### config.mk
export PLATFORM = sky130hd
export DESIGN_NAME = color_key_dot_centroid
export DESIGN_NICKNAME = d
export VERILOG_FILES = /design/src/sv/ckdc_pkg.sv /design/src/sv/color_key_dot_centroid.sv /design/src/sv/ckdc_ctrl.sv /design/src/sv/ckdc_datapath.sv
export SDC_FILE = /design/constraint.sdc
export NUM_CORES = 1
export LEC_CHECK = 0
export BUFFER_PORTS_ARGS = -buffer_cell sky130_fd_sc_hd__buf_2
export CORE_MARGIN = 1.5
export CORE_UTILIZATION = 43
export DETAILED_ROUTE_END_ITERATION = 6
export GPL_ROUTABILITY_DRIVEN = 0
export PLACE_DENSITY = 0.6
export SLEW_MARGIN = 5
export SYNTH_ARGS = -nofsm -noshare
export SYNTH_HDL_FRONTEND = slang
export SYNTH_HIERARCHICAL = 1
export SYNTH_SLANG_ARGS = --single-unit
### constraint.sdc
create_clock -name aclk -period 20.5 [get_ports aclk]
set_clock_uncertainty 0.2 [all_clocks]
set_input_delay 2.05 -clock aclk [delete_from_list [all_inputs] [get_ports aclk]]
set_output_delay 2.05 -clock aclk [all_outputs]
set_load 0.01 [all_outputs]
### src/sv/ckdc_pkg.sv
// Shared types and constants of the color key dot centroid block.
// No dependencies; imported by every module of the block.
package ckdc_pkg;

    localparam int COLOR_W     = 8;
    localparam int TOL_W       = 9;
    localparam int ORIGIN_W    = 10;
    localparam int CFG_WIDTH_W = 11;
    localparam int CENT_W      = 11;
    localparam int CFG_DATA_W  = 11;
    localparam int CFG_ADDR_W  = 3;
    localparam int S_DATA_W    = 24;
    localparam int M_DATA_W    = 24;
    localparam int M_USER_W    = 1;
    localparam int SQ_W        = 16;
    localparam int DIST_W      = 18;

    typedef enum logic [CFG_ADDR_W-1:0] {
        REG_DOT_RED         = 3'd0,
        REG_DOT_GREEN       = 3'd1,
        REG_DOT_BLUE        = 3'd2,
        REG_COLOR_TOLERANCE = 3'd3,
        REG_REGION_LEFT     = 3'd4,
        REG_REGION_TOP      = 3'd5,
        REG_REGION_WIDTH    = 3'd6
    } cfg_reg_t;

    typedef enum logic [4:0] {
        ST_RUN    = 5'b00001,
        ST_DRAIN  = 5'b00010,
        ST_LOAD   = 5'b00100,
        ST_DIVIDE = 5'b01000,
        ST_WRITE  = 5'b10000
    } state_t;

    typedef struct packed {
        logic accept;
        logic load_div;
        logic div_step;
        logic out_load;
    } dp_cmd_t;

    typedef struct packed {
        logic out_free;
    } dp_status_t;

endpackage

### src/sv/color_key_dot_centroid.sv
// Top level of the color key dot centroid block.
// Depends on ckdc_pkg, ckdc_ctrl and ckdc_datapath.
//
//   Channel   Direction  Beat contents
//   s_*       in         tdata: pixel_red, pixel_green, pixel_blue; tlast: region_end
//   m_*       out        tdata: centroid_x, centroid_y; tuser: dot_found
//   cfg_*     in         register index and write data, one write per enabled cycle
//
// Within a region one pixel beat is taken every cycle.
// After the last pixel of a region the input stalls through the drain, load, divide and
// write states, while the bit-serial restoring dividers run; longer if the
// previous result has not yet been taken. A waiting result does not stall pixels.
// Reset is synchronous and active low; it clears the registers to their defaults.
module color_key_dot_centroid #(
    parameter int MAX_DIM = 1024
) (
    input  logic                                aclk,
    input  logic                                aresetn,
    input  logic                                cfg_we,
    input  logic [ckdc_pkg::CFG_ADDR_W-1:0]     cfg_addr,
    input  logic [ckdc_pkg::CFG_DATA_W-1:0]     cfg_data,
    input  logic                                s_tvalid,
    output logic                                s_tready,
    // pixel_red [7:0], pixel_green [15:8], pixel_blue [23:16]
    input  logic [ckdc_pkg::S_DATA_W-1:0]       s_tdata,
    input  logic                                s_tlast,
    output logic                                m_tvalid,
    input  logic                                m_tready,
    // centroid_x [10:0], centroid_y [21:11], zero [23:22]
    output logic [ckdc_pkg::M_DATA_W-1:0]       m_tdata,
    // dot_found [0]
    output logic [ckdc_pkg::M_USER_W-1:0]       m_tuser
);
    import ckdc_pkg::*;

    localparam int DIV_STEPS = 3 * $clog2(MAX_DIM);

    dp_cmd_t    cmd;
    dp_status_t status;

    ckdc_ctrl #(
        .DIV_STEPS(DIV_STEPS)
    ) u_ctrl (
        .aclk     (aclk),
        .aresetn  (aresetn),
        .s_tvalid (s_tvalid),
        .s_tlast  (s_tlast),
        .s_tready (s_tready),
        .status   (status),
        .cmd      (cmd)
    );

    ckdc_datapath #(
        .MAX_DIM(MAX_DIM)
    ) u_datapath (
        .aclk     (aclk),
        .aresetn  (aresetn),
        .cfg_we   (cfg_we),
        .cfg_addr (cfg_addr),
        .cfg_data (cfg_data),
        .s_tdata  (s_tdata),
        .cmd      (cmd),
        .status   (status),
        .m_tready (m_tready),
        .m_tvalid (m_tvalid),
        .m_tdata  (m_tdata),
        .m_tuser  (m_tuser)
    );

endmodule

### src/sv/ckdc_ctrl.sv
// Controller of the color key dot centroid block: region sequencing and divider timing.
// Depends on ckdc_pkg.
module ckdc_ctrl #(
    parameter int DIV_STEPS = 30
) (
    input  logic                aclk,
    input  logic                aresetn,
    input  logic                s_tvalid,
    input  logic                s_tlast,
    output logic                s_tready,
    input  ckdc_pkg::dp_status_t status,
    output ckdc_pkg::dp_cmd_t    cmd
);
    import ckdc_pkg::*;

    localparam int CNT_W = $clog2(DIV_STEPS);
    localparam logic [CNT_W-1:0] LAST_STEP = CNT_W'(DIV_STEPS - 1);

    state_t           state_reg, state_next;
    logic [CNT_W-1:0] step_reg, step_next;

    always_comb begin
        state_next = state_reg;
        step_next  = step_reg;
        cmd        = '0;
        s_tready   = (state_reg == ST_RUN);
        unique case (state_reg)
            ST_RUN: begin
                cmd.accept = s_tvalid;
                if (s_tvalid && s_tlast) begin
                    state_next = ST_DRAIN;
                end
            end
            ST_DRAIN: begin
                state_next = ST_LOAD;
            end
            ST_LOAD: begin
                cmd.load_div = 1'b1;
                step_next    = '0;
                state_next   = ST_DIVIDE;
            end
            ST_DIVIDE: begin
                cmd.div_step = 1'b1;
                step_next    = step_reg + 1'b1;
                if (step_reg == LAST_STEP) begin
                    state_next = ST_WRITE;
                end
            end
            ST_WRITE: begin
                if (status.out_free) begin
                    cmd.out_load = 1'b1;
                    state_next   = ST_RUN;
                end
            end
            default: begin
                state_next = ST_RUN;
            end
        endcase
    end

    always_ff @(posedge aclk) begin
        if (!aresetn) begin
            state_reg <= ST_RUN;
            step_reg  <= '0;
        end else begin
            state_reg <= state_next;
            step_reg  <= step_next;
        end
    end

endmodule

### src/sv/ckdc_datapath.sv
// Datapath of the color key dot centroid block: registers, color match, accumulators,
// restoring dividers and the output register. Depends on ckdc_pkg.
module ckdc_datapath #(
    parameter int MAX_DIM = 1024
) (
    input  logic                                aclk,
    input  logic                                aresetn,
    input  logic                                cfg_we,
    input  logic [ckdc_pkg::CFG_ADDR_W-1:0]     cfg_addr,
    input  logic [ckdc_pkg::CFG_DATA_W-1:0]     cfg_data,
    input  logic [ckdc_pkg::S_DATA_W-1:0]       s_tdata,
    input  ckdc_pkg::dp_cmd_t                   cmd,
    output ckdc_pkg::dp_status_t                status,
    input  logic                                m_tready,
    output logic                                m_tvalid,
    output logic [ckdc_pkg::M_DATA_W-1:0]       m_tdata,
    output logic [ckdc_pkg::M_USER_W-1:0]       m_tuser
);
    import ckdc_pkg::*;

    localparam int CW     = $clog2(MAX_DIM);
    localparam int WW     = (CW + 1 > CFG_WIDTH_W) ? CW + 1 : CFG_WIDTH_W;
    localparam int NUM_W  = 2 * CW + 1;
    localparam int SUM_W  = 3 * CW;
    localparam int OW     = ((CW > ORIGIN_W) ? CW : ORIGIN_W) + 1;
    localparam int PAD_W  = M_DATA_W - 2 * CENT_W;
    localparam logic [NUM_W-1:0] CNT_LIMIT = NUM_W'(MAX_DIM * MAX_DIM);
    localparam logic [WW-1:0]    W_MAX     = WW'(MAX_DIM);
    localparam logic [CW:0]      ROW_LIMIT = (CW + 1)'(MAX_DIM);

    logic [COLOR_W-1:0]     dot_red_reg, dot_green_reg, dot_blue_reg;
    logic [DIST_W-1:0]      tol_sq_reg;
    logic [ORIGIN_W-1:0]    region_left_reg, region_top_reg;
    logic [CFG_WIDTH_W-1:0] region_width_reg;
    logic [DIST_W-1:0]      tol_ext;

    assign tol_ext = DIST_W'(cfg_data[TOL_W-1:0]);

    always_ff @(posedge aclk) begin
        if (!aresetn) begin
            dot_red_reg      <= '0;
            dot_green_reg    <= '0;
            dot_blue_reg     <= '0;
            tol_sq_reg       <= '0;
            region_left_reg  <= '0;
            region_top_reg   <= '0;
            region_width_reg <= CFG_WIDTH_W'(1);
        end else if (cfg_we) begin
            case (cfg_reg_t'(cfg_addr))
                REG_DOT_RED:         dot_red_reg      <= cfg_data[COLOR_W-1:0];
                REG_DOT_GREEN:       dot_green_reg    <= cfg_data[COLOR_W-1:0];
                REG_DOT_BLUE:        dot_blue_reg     <= cfg_data[COLOR_W-1:0];
                REG_COLOR_TOLERANCE: tol_sq_reg       <= tol_ext * tol_ext;
                REG_REGION_LEFT:     region_left_reg  <= cfg_data[ORIGIN_W-1:0];
                REG_REGION_TOP:      region_top_reg   <= cfg_data[ORIGIN_W-1:0];
                REG_REGION_WIDTH:    region_width_reg <= cfg_data[CFG_WIDTH_W-1:0];
                default: ;
            endcase
        end
    end

    logic [COLOR_W-1:0] pix_r, pix_g, pix_b;
    logic [SQ_W-1:0]    dr, dg, db;

    assign pix_r = s_tdata[COLOR_W-1:0];
    assign pix_g = s_tdata[2*COLOR_W-1:COLOR_W];
    assign pix_b = s_tdata[3*COLOR_W-1:2*COLOR_W];
    assign dr = SQ_W'((pix_r > dot_red_reg) ? pix_r - dot_red_reg : dot_red_reg - pix_r);
    assign dg = SQ_W'((pix_g > dot_green_reg) ? pix_g - dot_green_reg : dot_green_reg - pix_g);
    assign db = SQ_W'((pix_b > dot_blue_reg) ? pix_b - dot_blue_reg : dot_blue_reg - pix_b);

    logic [CW-1:0]   col_reg, col_next, row_reg, row_next;
    logic [WW-1:0]   w_cfg, w_eff, col_inc;
    logic [CW:0]     row_inc;

    assign w_cfg   = WW'(region_width_reg);
    assign w_eff   = (w_cfg == '0) ? WW'(1) : ((w_cfg > W_MAX) ? W_MAX : w_cfg);
    assign col_inc = WW'(col_reg) + 1'b1;
    assign row_inc = (CW + 1)'(row_reg) + 1'b1;

    always_comb begin
        col_next = col_reg;
        row_next = row_reg;
        if (cmd.load_div) begin
            col_next = '0;
            row_next = '0;
        end else if (cmd.accept) begin
            if (col_inc >= w_eff) begin
                col_next = '0;
                if (row_inc < ROW_LIMIT) begin
                    row_next = row_inc[CW-1:0];
                end
            end else begin
                col_next = col_inc[CW-1:0];
            end
        end
    end

    logic            s1_valid_reg;
    logic [SQ_W-1:0] sq_r_reg, sq_g_reg, sq_b_reg;
    logic [CW-1:0]   s1_col_reg, s1_row_reg;

    always_ff @(posedge aclk) begin
        if (!aresetn) begin
            col_reg      <= '0;
            row_reg      <= '0;
            s1_valid_reg <= 1'b0;
        end else begin
            col_reg      <= col_next;
            row_reg      <= row_next;
            s1_valid_reg <= cmd.accept;
        end
    end

    always_ff @(posedge aclk) begin
        if (cmd.accept) begin
            sq_r_reg   <= dr * dr;
            sq_g_reg   <= dg * dg;
            sq_b_reg   <= db * db;
            s1_col_reg <= col_reg;
            s1_row_reg <= row_reg;
        end
    end

    logic [DIST_W-1:0] dist_sq;
    logic              hit;
    logic [NUM_W-1:0]  count_reg;
    logic [SUM_W-1:0]  col_sum_reg, row_sum_reg;

    assign dist_sq = DIST_W'(sq_r_reg) + DIST_W'(sq_g_reg) + DIST_W'(sq_b_reg);
    assign hit     = s1_valid_reg && (dist_sq < tol_sq_reg) && (count_reg < CNT_LIMIT);

    always_ff @(posedge aclk) begin
        if (!aresetn) begin
            count_reg   <= '0;
            col_sum_reg <= '0;
            row_sum_reg <= '0;
        end else if (cmd.load_div) begin
            count_reg   <= '0;
            col_sum_reg <= '0;
            row_sum_reg <= '0;
        end else if (hit) begin
            count_reg   <= count_reg + 1'b1;
            col_sum_reg <= col_sum_reg + SUM_W'(s1_col_reg);
            row_sum_reg <= row_sum_reg + SUM_W'(s1_row_reg);
        end
    end

    logic [SUM_W-1:0] numx_reg, numy_reg;
    logic [NUM_W-1:0] remx_reg, remy_reg, den_reg;
    logic             found_reg;
    logic [NUM_W:0]   trial_x, trial_y, den_ext;
    logic             ge_x, ge_y;

    assign den_ext = {1'b0, den_reg};
    assign trial_x = {remx_reg, numx_reg[SUM_W-1]};
    assign trial_y = {remy_reg, numy_reg[SUM_W-1]};
    assign ge_x    = (trial_x >= den_ext);
    assign ge_y    = (trial_y >= den_ext);

    always_ff @(posedge aclk) begin
        if (cmd.load_div) begin
            numx_reg  <= col_sum_reg;
            numy_reg  <= row_sum_reg;
            den_reg   <= count_reg;
            remx_reg  <= '0;
            remy_reg  <= '0;
            found_reg <= (count_reg != '0);
        end else if (cmd.div_step) begin
            numx_reg <= {numx_reg[SUM_W-2:0], ge_x};
            numy_reg <= {numy_reg[SUM_W-2:0], ge_y};
            remx_reg <= ge_x ? NUM_W'(trial_x - den_ext) : trial_x[NUM_W-1:0];
            remy_reg <= ge_y ? NUM_W'(trial_y - den_ext) : trial_y[NUM_W-1:0];
        end
    end

    logic [OW-1:0]             cx_full, cy_full;
    logic                      m_tvalid_reg;
    logic [M_DATA_W-1:0]       m_tdata_reg;
    logic [M_USER_W-1:0]       m_tuser_reg;

    assign cx_full = OW'(numx_reg[CW-1:0]) + OW'(region_left_reg);
    assign cy_full = OW'(numy_reg[CW-1:0]) + OW'(region_top_reg);

    always_ff @(posedge aclk) begin
        if (!aresetn) begin
            m_tvalid_reg <= 1'b0;
        end else if (cmd.out_load) begin
            m_tvalid_reg <= 1'b1;
        end else if (m_tready) begin
            m_tvalid_reg <= 1'b0;
        end
    end

    always_ff @(posedge aclk) begin
        if (cmd.out_load) begin
            m_tuser_reg <= M_USER_W'(found_reg);
            if (found_reg) begin
                m_tdata_reg <= {{PAD_W{1'b0}}, cy_full[CENT_W-1:0], cx_full[CENT_W-1:0]};
            end else begin
                m_tdata_reg <= '0;
            end
        end
    end

    assign status.out_free = !m_tvalid_reg || m_tready;
    assign m_tvalid = m_tvalid_reg;
    assign m_tdata  = m_tdata_reg;
    assign m_tuser  = m_tuser_reg;

endmodule

==> flow_metrics.tcl, run 1 <==
set metrics [dict create \
    setup_viol 0 \
    clkLatencyLatePin_ns 0.60 \
    ys_seq_area_frac 0.286 \
    cts_inserted_buffers 45 \
    use_met3 0.0238 \
    cts_buffer_depth 3 \
    multiInputGateArea_mm2 0.0216 \
    synth-edff-count 170 \
    critPathCaptureType "register" \
    htreeDepth 2 \
    r2r-start "u_datapath/dot_blue_reg[1]$_SDFFE_PN0P_" \
    hold_end "u_datapath/tol_sq_reg[8]$_SDFFE_PN0P_" \
    fin_cells 4698 \
    synth_ff_type "dfxtp_1" \
    vias 23500 \
    final_common_cell "inv_1" \
    wl_per_cell_um 15.2 \
    tns_ns 0 \
    cp.arrival_ns 9.90 \
    syn_area_per_cell_um2 9.40 \
    ioPinCount 71 \
    fp.dieW_um 283 \
    synth_top_cell_by_area "edfxtp_1" \
    syn2layout_area_growth_pct 8.32 \
    critical_path.slowest_cell "o21ai_1" \
    antenna_found_initial 5 \
    drive_gt1_frac 0.0714 \
    dp_cells 4613 \
    ant_nets 0 \
    fillers 7500 \
    grt_pass1_wl_um 120000 \
    hp-class "reg2reg" \
    drv_cap 0 \
    seq_area_mm2 0.00965 \
    grt_max_degree 85 \
    clkTransAtPathRegs_ns 0.06 \
    fp.dieH_um 283 \
    finalWirelength_um 71300 \
    synth_area_leaders "edfxtp_1, fa_1, dfxtp_1" \
    status "finished, final reports clean" \
    rsz0062_at_grt "false" \
    drv_slew 0 \
    maxSlewHeadroom 0.263 \
    worst_pin_slew_ns 1.10 \
    ys_async_sr_fraction 0 \
    final_cell_mix "inv_1, ha_1, nor2_1" \
    fin_crit_sh 0.476 \
    cp_max_fo 12 \
    synth_cells 3590 \
    synth_cell_type_count 84 \
    synth_area_mm2 0.0338 \
    fin_crit_ns 9.77 \
    post-route-util 0.471 \
    grt_overflow 0 \
    clock_sinks 397 \
    r2r_setup_slack_ns 12.00 \
    reg2reg_to "u_datapath/sq_b_reg[15]$_DFFE_PP_" \
    dr.pass1.iters 5 \
    max_freq_ghz 0.102 \
    finalHoldViolCount 0 \
    crit_type "in2reg" \
    viasPerCell 5.00 \
    die_area_mm2 0.0802 \
    fin_area_mm2 0.0366 \
    crit_top_cell "inv_1" \
    holdBufCountCts 0 \
    cts_tree "yes" \
    rr_worst_depth 28 \
    rows 102 \
    hold_depth 2 \
    dpl.hpwl_um 54300 \
    start_util 0.435 \
    worstPathRequired_ns 20.63 \
    cts_resized 0 \
    grt_usage 0.182 \
    yosysTopAreaCellShare 0.151 \
    cp_slowest_stage_delay_ns 0.85 \
    min-delay-start "u_datapath/tol_sq_reg[8]$_SDFFE_PN0P_" \
    post_cts_buffers 0 \
    route.detailed.drc 0 \
    initialDrtViolationCount 1074 \
    grt_pass1_vias 23800 \
    fin_nets 4273 \
    coreArea_mm2 0.0776 \
    grt.met2_usage 0.309 \
    start_kind "input port" \
    placed_area_mm2 0.0351 \
    numPortBuffers 68 \
    yosysWarnings 6 \
    grt_busiest_layer "met2" \
    yosys_register_bits 397 \
    cts_root_buffer "clkbuf_16" \
    met1_usage 0.242 \
]
==> layout make-up <==
type / count / area share
antenna: 1 / 0.0000684
clock inverter: 16 / 0.00370
timing repair buffer: 87 / 0.0132
sequential: 397 / 0.264
inverter: 546 / 0.0561
tap: 1040 / 0.0356
clock buffer: 68 / 0.0359
multi-input combinational: 2543 / 0.591
==> stage by stage <==
| step | setup slack (ns) | hold WS, ns |
|---|---|---|
| after floorplan | 10.98 | 0.237 |
| after global placement | 10.24 | 0.254 |
| after detailed placement | 10.10 | 0.262 |
| after CTS | 10.72 | 0.272 |
| after global routing | 10.18 | 0.294 |
| final | 10.73 | 0.272 |
==> worst max path at each step <==
| stage | startpoint | to | slack (ns) |
|---|---|---|---|
| after floorplan | s_tdata[4] | u_datapath/sq_r_reg[15]$_DFFE_PP_ | 10.98 |
| after global placement | s_tdata[4] | u_datapath/sq_r_reg[15]$_DFFE_PP_ | 10.24 |
| after detailed placement | s_tdata[17] | u_datapath/sq_b_reg[15]$_DFFE_PP_ | 10.10 |
| after CTS | s_tdata[17] | u_datapath/sq_b_reg[15]$_DFFE_PP_ | 10.72 |
| after global routing | s_tdata[17] | u_datapath/sq_b_reg[15]$_DFFE_PP_ | 10.18 |
| final | s_tdata[17] | u_datapath/sq_b_reg[15]$_DFFE_PP_ | 10.73 |
==> worst max-delay path, delay by kind of cell <==
family	cells	cell delay [ns]
AND/OR/NAND/NOR	6	0.73
buffers and inverters	8	0.64
XOR/XNOR	3	0.85
AO/OA/AOI/OAI	4	1.51
multiplexers	1	0.21
adder cells (fa/ha/maj)	8	3.89
==> synthesized netlist by cell type, drive strengths merged (6+ instances only) <==
| master | count |
|---|---|
| inv | 545 |
| ha | 355 |
| nor2 | 326 |
| fa | 254 |
| nand2 | 247 |
| dfxtp | 227 |
| xnor2 | 172 |
| edfxtp | 170 |
| a21oi | 136 |
| xor2 | 112 |
| o21ai | 94 |
| clkbuf | 80 |
| a21o | 79 |
| a21boi | 67 |
| and2 | 67 |
| nand3 | 61 |
| mux2 | 58 |
| nor2b | 54 |
| mux2i | 47 |
| nand2b | 42 |
| nor3 | 42 |
| a211oi | 38 |
| and3 | 36 |
| nand4 | 34 |
| buf | 27 |
| or2 | 24 |
| o21bai | 23 |
| a31oi | 16 |
| o21a | 15 |
| or3 | 13 |
| nor4 | 12 |
| nor3b | 11 |
| o211ai | 11 |
| nand3b | 9 |
| o31ai | 6 |
==> metal layers <==
| layer | vias to the layer above | part of all wire |
|---|---|---|
| li1 | 11900 | - |
| met1 | 11200 | 0.48 |
| met2 | 262 | 0.46 |
| met3 | 102 | 0.030 |
| met4 | 6 | 0.029 |
| met5 | - | 0.00049 |
==> cells by family after synthesis <==
logic type,after synthesis,share of synthesized area
adders and majority gates,609,0.282
and+or+nand+nor,999,0.142
xor gates and xnor gates,286,0.0760
AOI/OAI and AO/OA,539,0.106
other,2,0.000223
DFF,397,0.286
muxes,105,0.0333
buffers and inverters,653,0.0746
Power of run 1 is not shown: default switching activity piles up to over one toggle a cycle in this logic, so the estimate is an artifact.
==> run 2, diff against run 1 <==
==> constraint.sdc (replaced) <==
create_clock -name aclk -period 9.6 [get_ports aclk]
set_clock_uncertainty 0.2 [all_clocks]
set_input_delay 0.96 -clock aclk [delete_from_list [all_inputs] [get_ports aclk]]
set_output_delay 0.96 -clock aclk [all_outputs]
set_load 0.01 [all_outputs]
==> flow_metrics.tcl, run 2 (synthesized netlist as in run 1, its figures left out) <==
set metrics [dict create \
    clock_sinks 397 \
    cp_slowest_stage_delay_ns 0.67 \
    cts_root_buffer "clkbuf_16" \
    coreArea_mm2 0.0776 \
    final_common_cell "inv_1" \
    dpl.hpwl_um 54600 \
    cts_buffer_depth 3 \
    crit_family "adder cells" \
    final_cell_mix "inv_1, ha_1, nor2_1" \
    grt_overflow 0 \
    fin_nets 4286 \
    path_buf_inv 7 \
    cts_resized 0 \
    critical_path.slowest_cell "fa_1" \
    tns_ns 0 \
    crit_type "in2reg" \
    ioPinCount 71 \
    status "finished, final reports clean" \
    rsz0062_at_grt "false" \
    grt_max_degree 72 \
    drv_slew 0 \
    start_kind "input port" \
    drv_cap 0 \
    start_util 0.435 \
    worstPathRequired_ns 9.73 \
    clkLatencyLatePin_ns 0.60 \
    worst_pin_slew_ns 1.07 \
    grt_usage 0.182 \
    fin_crit_sh 0.880 \
    finalWirelength_um 71700 \
    grt_pass1_wl_um 121000 \
    syn2layout_area_growth_pct 8.89 \
    fp.dieH_um 283 \
    htreeDepth 2 \
    clkTransAtPathRegs_ns 0.06 \
    critPathCaptureType "register" \
    post_cts_buffers 0 \
    numPortBuffers 68 \
    setup_viol 0 \
    rows 102 \
    route.detailed.drc 0 \
    finalHoldViolCount 0 \
    drive_gt1_frac 0.0765 \
    hp-class "reg2reg" \
    cp_max_fo 8 \
    cts_inserted_buffers 47 \
    cp.arrival_ns 8.58 \
    vias 23500 \
    fin_crit_ns 8.45 \
    wl_per_cell_um 15.2 \
    die_area_mm2 0.0802 \
    initialDrtViolationCount 1037 \
    max_freq_ghz 0.118 \
    viasPerCell 4.98 \
    maxSlewHeadroom 0.281 \
    dr.pass1.iters 5 \
    fp.dieW_um 283 \
    holdBufCountCts 0 \
    grt_pass1_vias 23700 \
    ant_nets 0 \
    antenna_found_initial 6 \
    cts_tree "yes" \
]
-- run 2: cell types whose count changed in the layout (fill, tap and decap cells not counted), moves of 4 or more --
cell and change:
clkbuf_8 -9, clkinv_2 +7, clkbuf_1 -7, buf_4 +11, bufinv_16 +4
-- run 2: worst register-to-register path, delay by kind of cell, from the launching register on --
kind / cells / cell delay (ns)
compound gates: 6 / 1.55
xor+xnor: 2 / 0.27
fa+ha+maj: 8 / 4.02
buf+inv: 5 / 0.47
flops: 1 / 0.34
simple gates: 7 / 1.19
-- run 2: path summary, 6_finish.rpt --
check                                         start                                    end  slack [ns]  cells after the start
max                                      s_tdata[4]      u_datapath/sq_r_reg[15]$_DFFE_PP_        1.15                     30
min           u_datapath/tol_sq_reg[0]$_SDFFE_PN0P_  u_datapath/tol_sq_reg[0]$_SDFFE_PN0P_        0.27                      2
max reg2reg  u_datapath/dot_red_reg[4]$_SDFFE_PN0P_      u_datapath/sq_r_reg[15]$_DFFE_PP_        1.31                     28
min reg2reg   u_datapath/tol_sq_reg[0]$_SDFFE_PN0P_  u_datapath/tol_sq_reg[0]$_SDFFE_PN0P_        0.27                      2
-- run 2: area by class of cell --
cell class,count,area [um^2]
Fill cell,7485,40800
Clock inverter,34,343
Clock buffer,54,1210
Multi-Input combinational cell,2543,21600
Inverter,546,2050
Sequential cell,397,9650
Antenna cell,2,5.00
Timing Repair Buffer,98,566
Tap cell,1040,1300
-- run 2: layer usage --
layer | GRT usage | vias to the layer above | part of all wire
li1 | - | 11900 | -
met1 | 0.246 | 11100 | 0.47
met2 | 0.313 | 287 | 0.48
met3 | 0.0238 | 81 | 0.035
met4 | 0.0382 | 4 | 0.017
met5 | 0 | - | 0.00038
-- run 2: through the flow --
step / worst slack [ns] / instance area (um^2) / utilization / hold slack [ns] / std cells
finish: 1.15 / 36800 / 0.474 / 0.268 / 4714
global route: 0.698 / 36800 / 0.474 / 0.301 / 4714
CTS: 1.17 / 36700 / 0.474 / 0.273 / 4712
detailed placement: 0.563 / 35200 / 0.454 / 0.264 / 4624
global placement: 0.700 / 35200 / 0.454 / 0.254 / 4624
floorplan: 1.17 / 33800 / - / 0.237 / 3593
Power of run 2 is left out for the same reason.
==> run 3, diff against run 2 <==
--- a/config.mk
+++ b/config.mk
@@ -10,7 +10,7 @@
 export CORE_UTILIZATION = 43
 export DETAILED_ROUTE_END_ITERATION = 6
 export GPL_ROUTABILITY_DRIVEN = 0
-export PLACE_DENSITY = 0.6
+export PLACE_DENSITY_LB_ADDON = 0.25
 export SLEW_MARGIN = 5
 export SYNTH_ARGS = -nofsm -noshare
 export SYNTH_HDL_FRONTEND = slang
==> flow_metrics.tcl, run 3 (synthesized netlist as in run 1, its figures left out) <==
set metrics [dict create \
    cp_max_fo 12 \
    final_cell_mix "inv_1, ha_1, nor2_1" \
    dp_cells 4622 \
    die_area_mm2 0.0802 \
    status "finished, final reports clean" \
    grt.met2_usage 0.314 \
    holdBufCountCts 0 \
    numPortBuffers 68 \
    critical_path.slowest_cell "o21ai_1" \
    cts_root_buffer "clkbuf_16" \
    cp.arrival_ns 8.77 \
    critPathCaptureType "register" \
    hp-class "reg2reg" \
    crit_top_cell "inv_1" \
    grt_busiest_layer "met2" \
    cts_tree "yes" \
    finalWirelength_um 71900 \
    use_met3 0.0306 \
    met1_usage 0.244 \
    rows 102 \
    final_common_cell "inv_1" \
    maxSlewHeadroom 0.278 \
    reg2reg_to "u_datapath/sq_b_reg[15]$_DFFE_PP_" \
    post_cts_buffers 0 \
    grt_pass1_wl_um 121000 \
    syn2layout_area_growth_pct 8.64 \
    dpl.hpwl_um 55100 \
    r2r-start "u_datapath/dot_blue_reg[1]$_SDFFE_PN0P_" \
    ant_nets 0 \
    max_freq_ghz 0.116 \
    rr_worst_depth 29 \
    crit_start "s_tdata[17]" \
    start_util 0.435 \
    fin_crit_sh 0.899 \
    route.detailed.drc 0 \
    fin_crit_ns 8.63 \
    tns_ns 0 \
    wl_per_cell_um 15.3 \
    viasPerCell 5.00 \
    antenna_found_initial 10 \
    fin_cells 4706 \
    ioPinCount 71 \
    grt_overflow 0 \
    cts_buffer_depth 3 \
    setup_viol 0 \
    path_buf_inv 8 \
    htreeDepth 2 \
    vias 23500 \
    worstPathRequired_ns 9.74 \
    cp_slowest_stage_delay_ns 0.81 \
    dr.pass1.iters 5 \
    grt_pass1_vias 23700 \
    r2r_setup_slack_ns 1.16 \
    crit_family "adder cells" \
    coreArea_mm2 0.0776 \
    finalHoldViolCount 0 \
    worst_pin_slew_ns 1.07 \
    drive_gt1_frac 0.0737 \
    fp.dieH_um 283 \
    critPathCapture "u_datapath/sq_b_reg[15]$_DFFE_PP_" \
    fp.dieW_um 283 \
    rsz0062_at_grt "false" \
    clkTransAtPathRegs_ns 0.06 \
    cts_inserted_buffers 46 \
    grt_max_degree 80 \
    clock_sinks 397 \
    hold_depth 2 \
    drv_slew 0 \
    cts_resized 0 \
    crit_cells 31 \
    fin_nets 4283 \
    start_kind "input port" \
    initialDrtViolationCount 1186 \
    clkLatencyLatePin_ns 0.60 \
    crit_type "in2reg" \
    drv_cap 0 \
    grt_usage 0.184 \
]
-- run 3: metal layers --
| metal | vias up | share of wire |
|---|---|---|
| met5 | - | 0.0012 |
| met4 | 14 | 0.019 |
| met3 | 92 | 0.039 |
| met2 | 269 | 0.47 |
| met1 | 11200 | 0.47 |
| li1 | 11900 | - |
-- run 3: final cells by class --
| cell class | count | area [um^2] |
|---|---|---|
| Clock inverter | 21 | 215 |
| Sequential cell | 397 | 9650 |
| Fill cell | 7447 | 40900 |
| Tap cell | 1040 | 1300 |
| Multi-Input combinational cell | 2543 | 21600 |
| Antenna cell | 1 | 2.50 |
| Inverter | 546 | 2050 |
| Timing Repair Buffer | 96 | 551 |
| Clock buffer | 62 | 1270 |
-- run 3: metrics by stage --
stage	hold slack [ns]	worst slack, ns	utilization	area (um^2)
4_1_cts	0.269	1.02	0.473	36700
5_1_grt	0.290	0.358	0.473	36700
3_5_place_dp	0.262	0.394	0.453	35200
2_1_floorplan	0.237	1.17	-	33800
6_report	0.273	0.970	0.473	36700
3_3_place_gp	0.254	0.489	0.453	35200
-- run 3: tightest hold or removal path, delay by kind of cell, from the launching register on --
family	cells	cell delay, ns
simple gates	1	0.05
compound gates	1	0.06
flops	1	0.31
-- run 3: worst min-delay path by stage --
stage	start	endpoint	slack (ns)
after floorplan	u_datapath/row_reg[5]$_SDFFE_PP0P_	u_datapath/s1_row_reg[5]$_DFFE_PP_	0.24
after global placement	u_datapath/tol_sq_reg[6]$_SDFFE_PN0P_	u_datapath/tol_sq_reg[6]$_SDFFE_PN0P_	0.25
after detailed placement	u_datapath/tol_sq_reg[2]$_SDFFE_PN0P_	u_datapath/tol_sq_reg[2]$_SDFFE_PN0P_	0.26
after CTS	u_datapath/tol_sq_reg[2]$_SDFFE_PN0P_	u_datapath/tol_sq_reg[2]$_SDFFE_PN0P_	0.27
after global routing	u_datapath/tol_sq_reg[2]$_SDFFE_PN0P_	u_datapath/tol_sq_reg[2]$_SDFFE_PN0P_	0.29
final	u_datapath/region_top_reg[0]$_SDFFE_PN0P_	u_datapath/region_top_reg[0]$_SDFFE_PN0P_	0.27
Power of run 3 is left out for the same reason.
